## config.mk

```make
export PLATFORM = sky130hd
export DESIGN_NAME = dataflash_spi_command_framer
export DESIGN_NICKNAME = d
export VERILOG_FILES = /design/src/rtl/dsf_pkg.sv /design/src/rtl/dsf_header.sv /design/src/rtl/dsf_emitter.sv /design/src/rtl/dataflash_spi_command_framer.sv
export SDC_FILE = /design/constraint.sdc
export NUM_CORES = 1
export LEC_CHECK = 0
export ABC_AREA = 1
export BUFFER_PORTS_ARGS = -buffer_cell sky130_fd_sc_hd__buf_2
export CAP_MARGIN = 20
export CORE_MARGIN = 2
export CORE_UTILIZATION = 56
export CTS_CLUSTER_DIAMETER = 100
export DETAILED_ROUTE_END_ITERATION = 16
export HOLD_SLACK_MARGIN = 0.15
export PLACE_DENSITY = 0.85
export SKIP_CTS_REPAIR_TIMING = 1
export SYNTH_ARGS = -nofsm -noshare
export SYNTH_HDL_FRONTEND = slang
export SYNTH_SLANG_ARGS = --single-unit
```

## constraint.sdc

```tcl
create_clock -name clock -period 3.7 [get_ports clock]
set_clock_uncertainty 0.1 [all_clocks]
set_input_delay 0.555 -clock clock [delete_from_list [all_inputs] [get_ports clock]]
set_output_delay 0.555 -clock clock [all_outputs]
set_load 0.02 [all_outputs]
```

## src/rtl/dsf_pkg.sv

```systemverilog
package dsf_pkg;

   localparam int unsigned HdrBytes = 5;

   typedef enum logic [3:0] {
      MODE_STATUS        = 4'd0,
      MODE_BUF_WRITE     = 4'd1,
      MODE_BUF_READ      = 4'd2,
      MODE_PAGE_READ     = 4'd3,
      MODE_PAGE_TO_BUF   = 4'd4,
      MODE_BUF_TO_PAGE   = 4'd5,
      MODE_BUF_TO_PAGE_NE = 4'd6,
      MODE_PAGE_ERASE    = 4'd7,
      MODE_BLOCK_ERASE   = 4'd8,
      MODE_CHIP_ERASE    = 4'd9,
      MODE_BUF_PROG      = 4'd10,
      MODE_DATA          = 4'd11
   } mode_type;

   typedef enum logic [1:0] {
      STAT_OK         = 2'd0,
      STAT_NO_FRAME   = 2'd1,
      STAT_FRAME_OPEN = 2'd2
   } status_type;

   localparam logic [7:0] OP_STATUS      = 8'hD7;
   localparam logic [7:0] OP_BUF1_WRITE  = 8'h84;
   localparam logic [7:0] OP_BUF2_WRITE  = 8'h87;
   localparam logic [7:0] OP_BUF1_READ   = 8'hD1;
   localparam logic [7:0] OP_BUF2_READ   = 8'hD3;
   localparam logic [7:0] OP_PAGE_READ   = 8'h03;
   localparam logic [7:0] OP_PG_TO_BUF1  = 8'h53;
   localparam logic [7:0] OP_PG_TO_BUF2  = 8'h55;
   localparam logic [7:0] OP_BUF1_TO_PG  = 8'h83;
   localparam logic [7:0] OP_BUF2_TO_PG  = 8'h86;
   localparam logic [7:0] OP_BUF1_TO_PGN = 8'h88;
   localparam logic [7:0] OP_BUF2_TO_PGN = 8'h89;
   localparam logic [7:0] OP_PAGE_ERASE  = 8'h81;
   localparam logic [7:0] OP_BLOCK_ERASE = 8'h50;
   localparam logic [7:0] OP_BUF1_PROG   = 8'h82;
   localparam logic [7:0] OP_BUF2_PROG   = 8'h85;
   localparam logic [7:0] CHIP_ERASE_0   = 8'hC7;
   localparam logic [7:0] CHIP_ERASE_1   = 8'h94;
   localparam logic [7:0] CHIP_ERASE_2   = 8'h80;
   localparam logic [7:0] CHIP_ERASE_3   = 8'h9A;
   localparam logic [7:0] DUMMY_BYTE     = 8'hFF;

   // One run of result bytes caused by a single input item
   typedef struct packed {
      logic                          present;
      logic [HdrBytes-1:0][7:0]      bytes;
      logic [2:0]                    count;
      logic                          start_first;
      logic                          release_last;
      status_type                    status;
   } run_type;

endpackage

```

## src/rtl/dsf_header.sv

```systemverilog
module dsf_header (
   input  logic [3:0]        mode,
   input  logic              buffer_sel,
   input  logic [11:0]       page,
   input  logic [9:0]        byte_addr,
   input  logic [7:0]        data_byte,
   input  logic              end_of_frame,
   input  logic              frame_open,
   output dsf_pkg::run_type  run,
   output logic              frame_open_in
);

   logic [7:0] p1;
   logic [7:0] p0;
   logic [7:0] ah;
   logic [7:0] al;
   logic       stay_open;

   assign p1 = {2'b00, page[11:6]};
   assign p0 = {page[5:0], 2'b00};
   assign ah = {6'b000000, byte_addr[9:8]};
   assign al = byte_addr[7:0];

   always_comb begin
      run           = '0;
      run.present   = 1'b1;
      run.count     = 3'd1;
      run.status    = dsf_pkg::STAT_OK;
      frame_open_in = frame_open;
      stay_open     = 1'b0;
      if (mode == dsf_pkg::MODE_DATA) begin
         if (!frame_open) begin
            run.status = dsf_pkg::STAT_NO_FRAME;
         end else begin
            run.bytes[0]     = data_byte;
            run.release_last = end_of_frame;
            frame_open_in    = ~end_of_frame;
         end
      end else if (mode > dsf_pkg::MODE_DATA) begin
         // undefined codes: drop the item
         run.present = 1'b0;
      end else if (frame_open) begin
         run.status = dsf_pkg::STAT_FRAME_OPEN;
      end else begin
         run.start_first = 1'b1;
         run.count       = 3'd4;
         case (dsf_pkg::mode_type'(mode))
            dsf_pkg::MODE_STATUS: begin
               run.bytes[0] = dsf_pkg::OP_STATUS;
               run.bytes[1] = dsf_pkg::DUMMY_BYTE;
               run.count    = 3'd2;
            end
            dsf_pkg::MODE_BUF_WRITE: begin
               run.bytes[0] = buffer_sel ? dsf_pkg::OP_BUF2_WRITE : dsf_pkg::OP_BUF1_WRITE;
               run.bytes[2] = ah;
               run.bytes[3] = al;
               stay_open    = 1'b1;
            end
            dsf_pkg::MODE_BUF_READ: begin
               run.bytes[0] = buffer_sel ? dsf_pkg::OP_BUF2_READ : dsf_pkg::OP_BUF1_READ;
               run.bytes[2] = ah;
               run.bytes[3] = al;
               run.bytes[4] = dsf_pkg::DUMMY_BYTE;
               run.count    = 3'd5;
               stay_open    = 1'b1;
            end
            dsf_pkg::MODE_PAGE_READ: begin
               run.bytes[0] = dsf_pkg::OP_PAGE_READ;
               run.bytes[1] = p1;
               run.bytes[2] = p0 | ah;
               run.bytes[3] = al;
               stay_open    = 1'b1;
            end
            dsf_pkg::MODE_PAGE_TO_BUF: begin
               run.bytes[0] = buffer_sel ? dsf_pkg::OP_PG_TO_BUF2 : dsf_pkg::OP_PG_TO_BUF1;
               run.bytes[1] = p1;
               run.bytes[2] = p0;
            end
            dsf_pkg::MODE_BUF_TO_PAGE: begin
               run.bytes[0] = buffer_sel ? dsf_pkg::OP_BUF2_TO_PG : dsf_pkg::OP_BUF1_TO_PG;
               run.bytes[1] = p1;
               run.bytes[2] = p0;
            end
            dsf_pkg::MODE_BUF_TO_PAGE_NE: begin
               run.bytes[0] = buffer_sel ? dsf_pkg::OP_BUF2_TO_PGN : dsf_pkg::OP_BUF1_TO_PGN;
               run.bytes[1] = p1;
               run.bytes[2] = p0;
            end
            dsf_pkg::MODE_PAGE_ERASE: begin
               run.bytes[0] = dsf_pkg::OP_PAGE_ERASE;
               run.bytes[1] = p1;
               run.bytes[2] = p0;
            end
            dsf_pkg::MODE_BLOCK_ERASE: begin
               run.bytes[0] = dsf_pkg::OP_BLOCK_ERASE;
               run.bytes[1] = p1;
               run.bytes[2] = p0;
            end
            dsf_pkg::MODE_CHIP_ERASE: begin
               run.bytes[0] = dsf_pkg::CHIP_ERASE_0;
               run.bytes[1] = dsf_pkg::CHIP_ERASE_1;
               run.bytes[2] = dsf_pkg::CHIP_ERASE_2;
               run.bytes[3] = dsf_pkg::CHIP_ERASE_3;
            end
            default: begin
               run.bytes[0] = buffer_sel ? dsf_pkg::OP_BUF2_PROG : dsf_pkg::OP_BUF1_PROG;
               run.bytes[1] = p1;
               run.bytes[2] = p0 | ah;
               run.bytes[3] = al;
               stay_open    = 1'b1;
            end
         endcase
         run.release_last = ~stay_open;
         frame_open_in    = stay_open;
      end
   end

endmodule

```

## src/rtl/dsf_emitter.sv

```systemverilog
module dsf_emitter (
   input  logic              clock,
   input  logic              reset,
   input  logic              load,
   input  dsf_pkg::run_type  run,
   output logic              ready,
   output logic              rsp_valid,
   input  logic              rsp_stall,
   output logic [7:0]        rsp_spi_byte,
   output logic              rsp_frame_start,
   output logic              rsp_release_select,
   output logic              rsp_last_of_run,
   output logic [1:0]        rsp_status
);

   dsf_pkg::run_type run_ff, run_in;
   logic             busy_ff, busy_in;
   logic [2:0]       idx_ff, idx_in;
   logic             valid_ff, valid_in;
   logic [7:0]       byte_ff, byte_in;
   logic             start_ff, start_in;
   logic             rel_ff, rel_in;
   logic             last_ff, last_in;
   logic [1:0]       status_ff, status_in;
   logic             out_move;
   logic             emit;
   logic             at_last;

   always_comb begin
      out_move  = ~valid_ff | ~rsp_stall;
      emit      = busy_ff & out_move;
      at_last   = (idx_ff == (run_ff.count - 3'd1));
      ready     = ~busy_ff | (emit & at_last);
      run_in    = run_ff;
      busy_in   = busy_ff;
      idx_in    = idx_ff;
      valid_in  = valid_ff;
      byte_in   = byte_ff;
      start_in  = start_ff;
      rel_in    = rel_ff;
      last_in   = last_ff;
      status_in = status_ff;
      if (emit) begin
         idx_in = idx_ff + 3'd1;
         if (at_last) begin
            busy_in = 1'b0;
         end
      end
      if (load) begin
         run_in  = run;
         busy_in = 1'b1;
         idx_in  = '0;
      end
      if (out_move) begin
         valid_in  = busy_ff;
         byte_in   = run_ff.bytes[idx_ff];
         start_in  = run_ff.start_first & (idx_ff == 3'd0);
         rel_in    = run_ff.release_last & at_last;
         last_in   = at_last;
         status_in = run_ff.status;
      end
   end

   always_ff @(posedge clock) begin
      if (reset) begin
         busy_ff  <= 1'b0;
         idx_ff   <= '0;
         valid_ff <= 1'b0;
      end else begin
         busy_ff  <= busy_in;
         idx_ff   <= idx_in;
         valid_ff <= valid_in;
      end
      run_ff    <= run_in;
      byte_ff   <= byte_in;
      start_ff  <= start_in;
      rel_ff    <= rel_in;
      last_ff   <= last_in;
      status_ff <= status_in;
   end

   assign rsp_valid          = valid_ff;
   assign rsp_spi_byte       = byte_ff;
   assign rsp_frame_start    = start_ff;
   assign rsp_release_select = rel_ff;
   assign rsp_last_of_run    = last_ff;
   assign rsp_status         = status_ff;

endmodule

```

## src/rtl/dataflash_spi_command_framer.sv

```systemverilog
// Channel  Direction  Handshake           Payload
// req      in         req_valid/req_stall mode, buffer_sel, page, byte_addr, data_byte,
//                                         end_of_frame
// rsp      out        rsp_valid/rsp_stall spi_byte, frame_start, release_select,
//                                         last_of_run, status
//
// An item yields its run of result bytes: five for a buffer read, four for most
// commands, two for status read, one for a data byte or an error; the run register in
// the emitter hands out one byte a cycle unless rsp stalls. An undefined mode is taken
// but produces nothing. Each byte passes the run register, then the output register.
// Reset is synchronous: it closes any open frame and empties both stages.
// A stall on rsp holds the output and run registers; req_stall stays high until the
// last byte of the current run moves on.
module dataflash_spi_command_framer (
   input  logic        clock,
   input  logic        reset,
   input  logic        req_valid,
   output logic        req_stall,
   input  logic [3:0]  req_mode,
   input  logic        req_buffer_sel,
   input  logic [11:0] req_page,
   input  logic [9:0]  req_byte_addr,
   input  logic [7:0]  req_data_byte,
   input  logic        req_end_of_frame,
   output logic        rsp_valid,
   input  logic        rsp_stall,
   output logic [7:0]  rsp_spi_byte,
   output logic        rsp_frame_start,
   output logic        rsp_release_select,
   output logic        rsp_last_of_run,
   output logic [1:0]  rsp_status
);

   // Chip select state: high while a frame waits for data items
   logic             frame_open_ff, frame_open_in;
   logic             frame_open_next;
   dsf_pkg::run_type run;
   logic             ready;
   logic             accept;

   assign req_stall = ~ready;
   assign accept    = req_valid & ready;

   // Build the whole byte run of the item in one pass against the current frame state
   dsf_header u_header (
      .mode          (req_mode),
      .buffer_sel    (req_buffer_sel),
      .page          (req_page),
      .byte_addr     (req_byte_addr),
      .data_byte     (req_data_byte),
      .end_of_frame  (req_end_of_frame),
      .frame_open    (frame_open_ff),
      .run           (run),
      .frame_open_in (frame_open_next)
   );

   // Advance the frame state as soon as the item is taken; later items see it at once
   assign frame_open_in = accept ? frame_open_next : frame_open_ff;

   always_ff @(posedge clock) begin
      if (reset) begin
         frame_open_ff <= 1'b0;
      end else begin
         frame_open_ff <= frame_open_in;
      end
   end

   // Hold the run and send it out byte by byte through the output register
   dsf_emitter u_emitter (
      .clock              (clock),
      .reset              (reset),
      .load               (accept & run.present),
      .run                (run),
      .ready              (ready),
      .rsp_valid          (rsp_valid),
      .rsp_stall          (rsp_stall),
      .rsp_spi_byte       (rsp_spi_byte),
      .rsp_frame_start    (rsp_frame_start),
      .rsp_release_select (rsp_release_select),
      .rsp_last_of_run    (rsp_last_of_run),
      .rsp_status         (rsp_status)
   );

endmodule

```

; ---- After elaboration in Yosys (flattened, before gate mapping)
; Cells that the tools add are included.
[totals]
ff_bits = 66
input_bits = 40
output_inout_bits = 15
[op_classes]
n_addsub = 2
magnitude_cmp = 2
n_eq_ne = 12
n_mux = 35
n_bitwise = 15
n_reduce_logical = 13
[op_table]
columns = op, count
row1 = 8-bit case mux with 10 select lines, 1
row2 = 47-bit two-way mux, 1
row3 = 45-bit two-way mux, 1
row4 = 33-bit two-way mux, 1
row5 = 8-bit two-way mux, 4
row6 = 8-bit case mux with 4 select lines, 1
row7 = 8-bit binary-select mux with 3-bit select, 1
row8 = 8-bit case mux with 3 select lines, 1
row9 = 4-bit by 3-bit == test with 1-bit output (second input constant), 4
row10 = 8-bit case mux with 2 select lines, 1
row11 = 1-bit two-way mux, 15
row12 = 4-bit == test (second input constant), 3
row13 = 3-bit two-way mux, 4
row14 = 4-bit by 2-bit == test with 1-bit output (second input constant), 2
row15 = 8-bit by 2-bit OR with 8-bit output, 1
row16 = 7-bit OR reduction, 1
row17 = 1-bit bitwise AND, 6
row18 = 2-bit two-way mux, 3
row19 = 1-bit inverter, 6
row20 = 3-bit case mux with 2 select lines, 1
row21 = 2-bit OR reduction, 3
row22 = 6-bit OR reduction, 1
row23 = 5-bit OR reduction, 1
row24 = 4-bit by 1-bit == test with 1-bit output (second input constant), 1
row25 = 12 further kinds, 15

; ---- Logic depth before layout (Yosys ltp)
[logic_depth]
ltp_word = 13
mapped_depth = 12

; ---- Modules after synthesis
; A second synthesis with hierarchy kept.
[hier_totals]
cells_unflattened = 360
hier_area_um2 = 3266.9
[modules_own_cells]
columns = module, n_inst, cells_per_inst, area_per_inst_um2, seq_area_each_um2
row1 = dsf_emitter, 1, 193, 2494.9, 1901.8
row2 = dsf_header, 1, 156, 711.9, 0.0
row3 = dataflash_spi_command_framer, 1, 11, 60.1, 20.0

; ---- Least setup slack after synthesis
; Ideal clock, no wire load.
[synth_timing]
path_type = reg2reg
start = reg u_emitter.run_ff[4] (netlist name)
end = reg u_emitter.run_ff[0] (netlist name), enable pin
setup_ps = 394
arrival_ps = 1918
required_time_ps = 3206
setup_slack_ps = 1288
path_stages_with_launch = 10
path_buffers = 0
path_cell_list = edfxtp_1 > inv_1 > ha_1 > nand2_1 > nand2_1 > nor2_1 > nand3_1 > nand2_2 > nand2_2 > inv_1
[synth_between]
elab_chain_len = 6
[synth_rtl]
columns = item, line_no
row1 = from (decl), dsf_emitter.sv:16  ; dsf_pkg::run_type run_ff, run_in;
row2 = from (signal assigned), dsf_emitter.sv:74  ; run_ff <= run_in;
row3 = 3-bit by 1-bit subtractor with 3-bit output, dsf_emitter.sv:32  ; at_last = (idx_ff == (run_ff.count - 3'd1));
row4 = 3-bit == test, dsf_emitter.sv:32
row5 = 1-bit bitwise AND, dsf_emitter.sv:33  ; ready = ~busy_ff | (emit & at_last);
row6 = 1-bit OR, dsf_emitter.sv:33
row7 = 1-bit bitwise AND, dataflash_spi_command_framer.sv:42  ; assign accept = req_valid & ready;
row8 = 1-bit bitwise AND, dataflash_spi_command_framer.sv:72  ; .load (accept & run.present),
; Every way passes these cells.
; A chain may end at the register's enable or synchronous reset.

; ---- Final worst setup path
[layout_timing]
start = reg u_emitter.idx_ff[0]
end = out req_stall
[layout_between]
elab_chain_len = 4
[layout_rtl]
columns = item, line_no
row1 = from (decl), dsf_emitter.sv:18  ; logic [2:0] idx_ff, idx_in;
row2 = from (signal assigned), dsf_emitter.sv:71  ; idx_ff <= idx_in;
row3 = 3-bit == test, dsf_emitter.sv:32
row4 = 1-bit bitwise AND, dsf_emitter.sv:33
row5 = 1-bit OR, dsf_emitter.sv:33
row6 = 1-bit inverter, dataflash_spi_command_framer.sv:41  ; assign req_stall = ~ready;
row7 = to (decl), dataflash_spi_command_framer.sv:18  ; output logic req_stall,
; Every way passes these cells.

==> results.ini <==
[cts]
root_buffer=clkbuf_8
clk_pin_slew_ns=0.06
htreeDepth=3
clk_latency_ns=0.33
cts_num_sinks=58
clock_path_buffers=2
cts_buffers=9
cts_tree=built

[die]
placementRows=26
dieArea_um2=5790
die_y_um=76.1
die_w_um=76.1
start_util_pct=57.4
io_pins=55
coreArea_um2=5070

[timing]
fin_crit_sh_pct=73.4
setup_viol=0
finalHoldViolCount=0
finalCriticalPeriod_ns=2.72
rsz0062_at_grt=no
fmax_ghz=0.368
max_slew_margin_pct=58.7
worstMarginPinSlew_ns=0.618
slew_viol_final=0
fin_tns_setup_ns=0
holdWs_ns=0.311

[worst_setup_path]
crit_arrival_ns=2.06
max_stage_delay_ns=0.71
path_class=flop to output pin
r2r-start=u_emitter.idx_ff[0]
path_cells=inv_2 -> nand2_1 -> nand2_1 -> nor2_1 -> nand3_1 -> nand2_2 -> inv_1 -> buf_2
worstRegToRegCells=9
endpoint=req_stall
cp.required_ns=3.04
cp.depth=8
cp-end-kind=output pin
r2r_end=u_emitter.run_ff[33]
critical_path_peak_fanout=20
worstSetupStartpointType=flop
r2r_slack_ns=1.15
critPathLaunch=u_emitter.idx_ff[0]
cp_top_family=flip-flops
crit_top_cell=nand2_1
critPathBufInv=3
worst_path_max_delay_cell=dfxtp_1

[route]
drt-initial-drc-count=212
viasPerCell=5.06
wl_per_cell_um=12.7
drt-pass1-iter-count=4
wl_um=5660
ant_nets=0
drc=0
vias=2263

[final_layout]
final_nets=416
seq_area_um2=1680
multi_input_area_um2=1000
syn_to_final_growth_pct=14.5
final_cell_mix=103 x nand2_1, 54 x buf_2, 52 x edfxtp_1
antenna_cells=0
final_common_cell=nand2_1
n_fill_cell=429
drive_above_1_share_pct=20.4

[power]
p_leak_nw=1.57
max-vdd-ir-drop_uv=228
powerDensity_nw_per_um2=450

[place]
portBuffers=54
gp_congestion=0.856
place_hpwl_um=4090

[synthesis]
ys.flop_type=edfxtp_1
synth_edf_count=52
yosysWarnings=0
synthCells=319
synth_area_um2=2910
synth_seq_area_share_pct=57.8
async_flop_share_pct=0
ys_seq_elements=58
synth_nets=362
avgSynthCellArea_um2=9.13
synth_cell_types=29

[hold_path]
hold_path_depth=2
hp-class=primary input to flop

[global_route]
grt_overflow_total=0
grt_pass1_vias=2122
grt_max_degree=40
antenna_found_initial=0
grt_use_total_pct=21.0
grt_pass1_wl_um=9470

[run]
maxCapViolCount=0

[run_status]
status=finished, final reports clean

==> stage by stage <==
| stage | setup slack [ns] | instance area [um2] | cells | power, W | utilization (%) |
|---|---|---|---|---|---|
| 5_1_grt | 0.814 | 3330 | 447 | 0.00156 | 65.7 |
| 3_3_place_gp | 1.28 | 3190 | 432 | 0.00104 | 62.8 |
| 4_1_cts | 1.00 | 3330 | 447 | 0.00150 | 65.7 |
| 2_1_floorplan | 1.29 | 2910 | 319 | 0.000983 | - |
| 6_report | 0.983 | 3330 | 447 | 0.00150 | 65.7 |
| 3_5_place_dp | 1.19 | 3190 | 432 | 0.00105 | 62.8 |
==> area by class of cell <==
cell class | instances | area share [%]
Sequential cell | 58 | 50.5
Clock buffer | 15 | 4.39
Tap cell | 70 | 2.63
Timing Repair Buffer | 55 | 8.33
Inverter | 37 | 4.17
Multi-Input combinational cell | 212 | 30.0
==> worst register-to-register path, cell delays in order (launching register included) <==
cell	delay (ns)
dfxtp_1	0.71
inv_2	0.31
nand2_1	0.14
nand2_1	0.05
nor2_1	0.13
nand3_1	0.11
nand2_2	0.10
nand2_2	0.08
inv_1	0.06
buf_4	0.40
==> worst min path at each step <==
| stage | endpoint | from | slack (ns) |
|---|---|---|---|
| floorplan | u_emitter.rsp_status[0] | u_emitter.run_ff[0] | 0.30 |
| CTS | u_emitter.busy_ff | reset | 0.30 |
| global route | u_emitter.busy_ff | reset | 0.31 |
| finish | u_emitter.busy_ff | reset | 0.31 |
| global placement | u_emitter.rsp_status[1] | u_emitter.run_ff[1] | 0.31 |
| detailed placement | u_emitter.rsp_status[1] | u_emitter.run_ff[1] | 0.31 |
==> layer usage <==
layer,GRT usage (%),vias to the layer above,routed length (um)
met3,6.40,12,288
met5,0,-,0
met2,32.7,71,2710
li1,-,1171,-
met1,27.5,1009,2530
met4,9.45,0,136
==> synthesized netlist by cell type, types with 4 or more instances <==
master,instances,area [um2]
edfxtp_1,52,1560
dfxtp_1,6,120
nand2_1,103,387
o21ai_0,8,40.0
nor3_1,4,20.0
inv_1,30,113
buf_6,4,45.0
nor2_1,27,101
a21oi_1,30,150
inv_2,6,22.5
a221o_1,7,70.1
nand3_1,13,65.1
==> power by group <==
part / leakage, nW / internal [W] / switching, W
combinational: 0.932 / 0.0000789 / 0.000152
clock: 0.0718 / 0.000241 / 0.000218
sequential: 0.570 / 0.000786 / 0.0000225
==> registers in the layout, indices dropped and copies added (netlist names) <==
| name | cells |
|---|---|
| u_emitter.run_ff | 39 |
| u_emitter.rsp_spi_byte | 8 |
| u_emitter.idx_ff | 3 |
| u_emitter.rsp_status | 2 |
| frame_open_ff | 1 |
| u_emitter.busy_ff | 1 |
| u_emitter.rsp_frame_start | 1 |
| u_emitter.rsp_last_of_run | 1 |
| u_emitter.rsp_release_select | 1 |
| u_emitter.rsp_valid | 1 |
==> kinds of logic (layout without fill, tap and decap cells) <==
logic type                 Yosys count  in the layout  synth area share (%)
xor gates and xnor gates             1              1                 0.301
DFF                                 58             58                  57.8
and+or+nand+nor                    157            157                  22.6
AOI/OAI and AO/OA                   51             51                  10.2
buffers and inverters               49            107                  7.86
adders and majority gates            3              3                  1.29
Power figures use the tool's default switching activity.
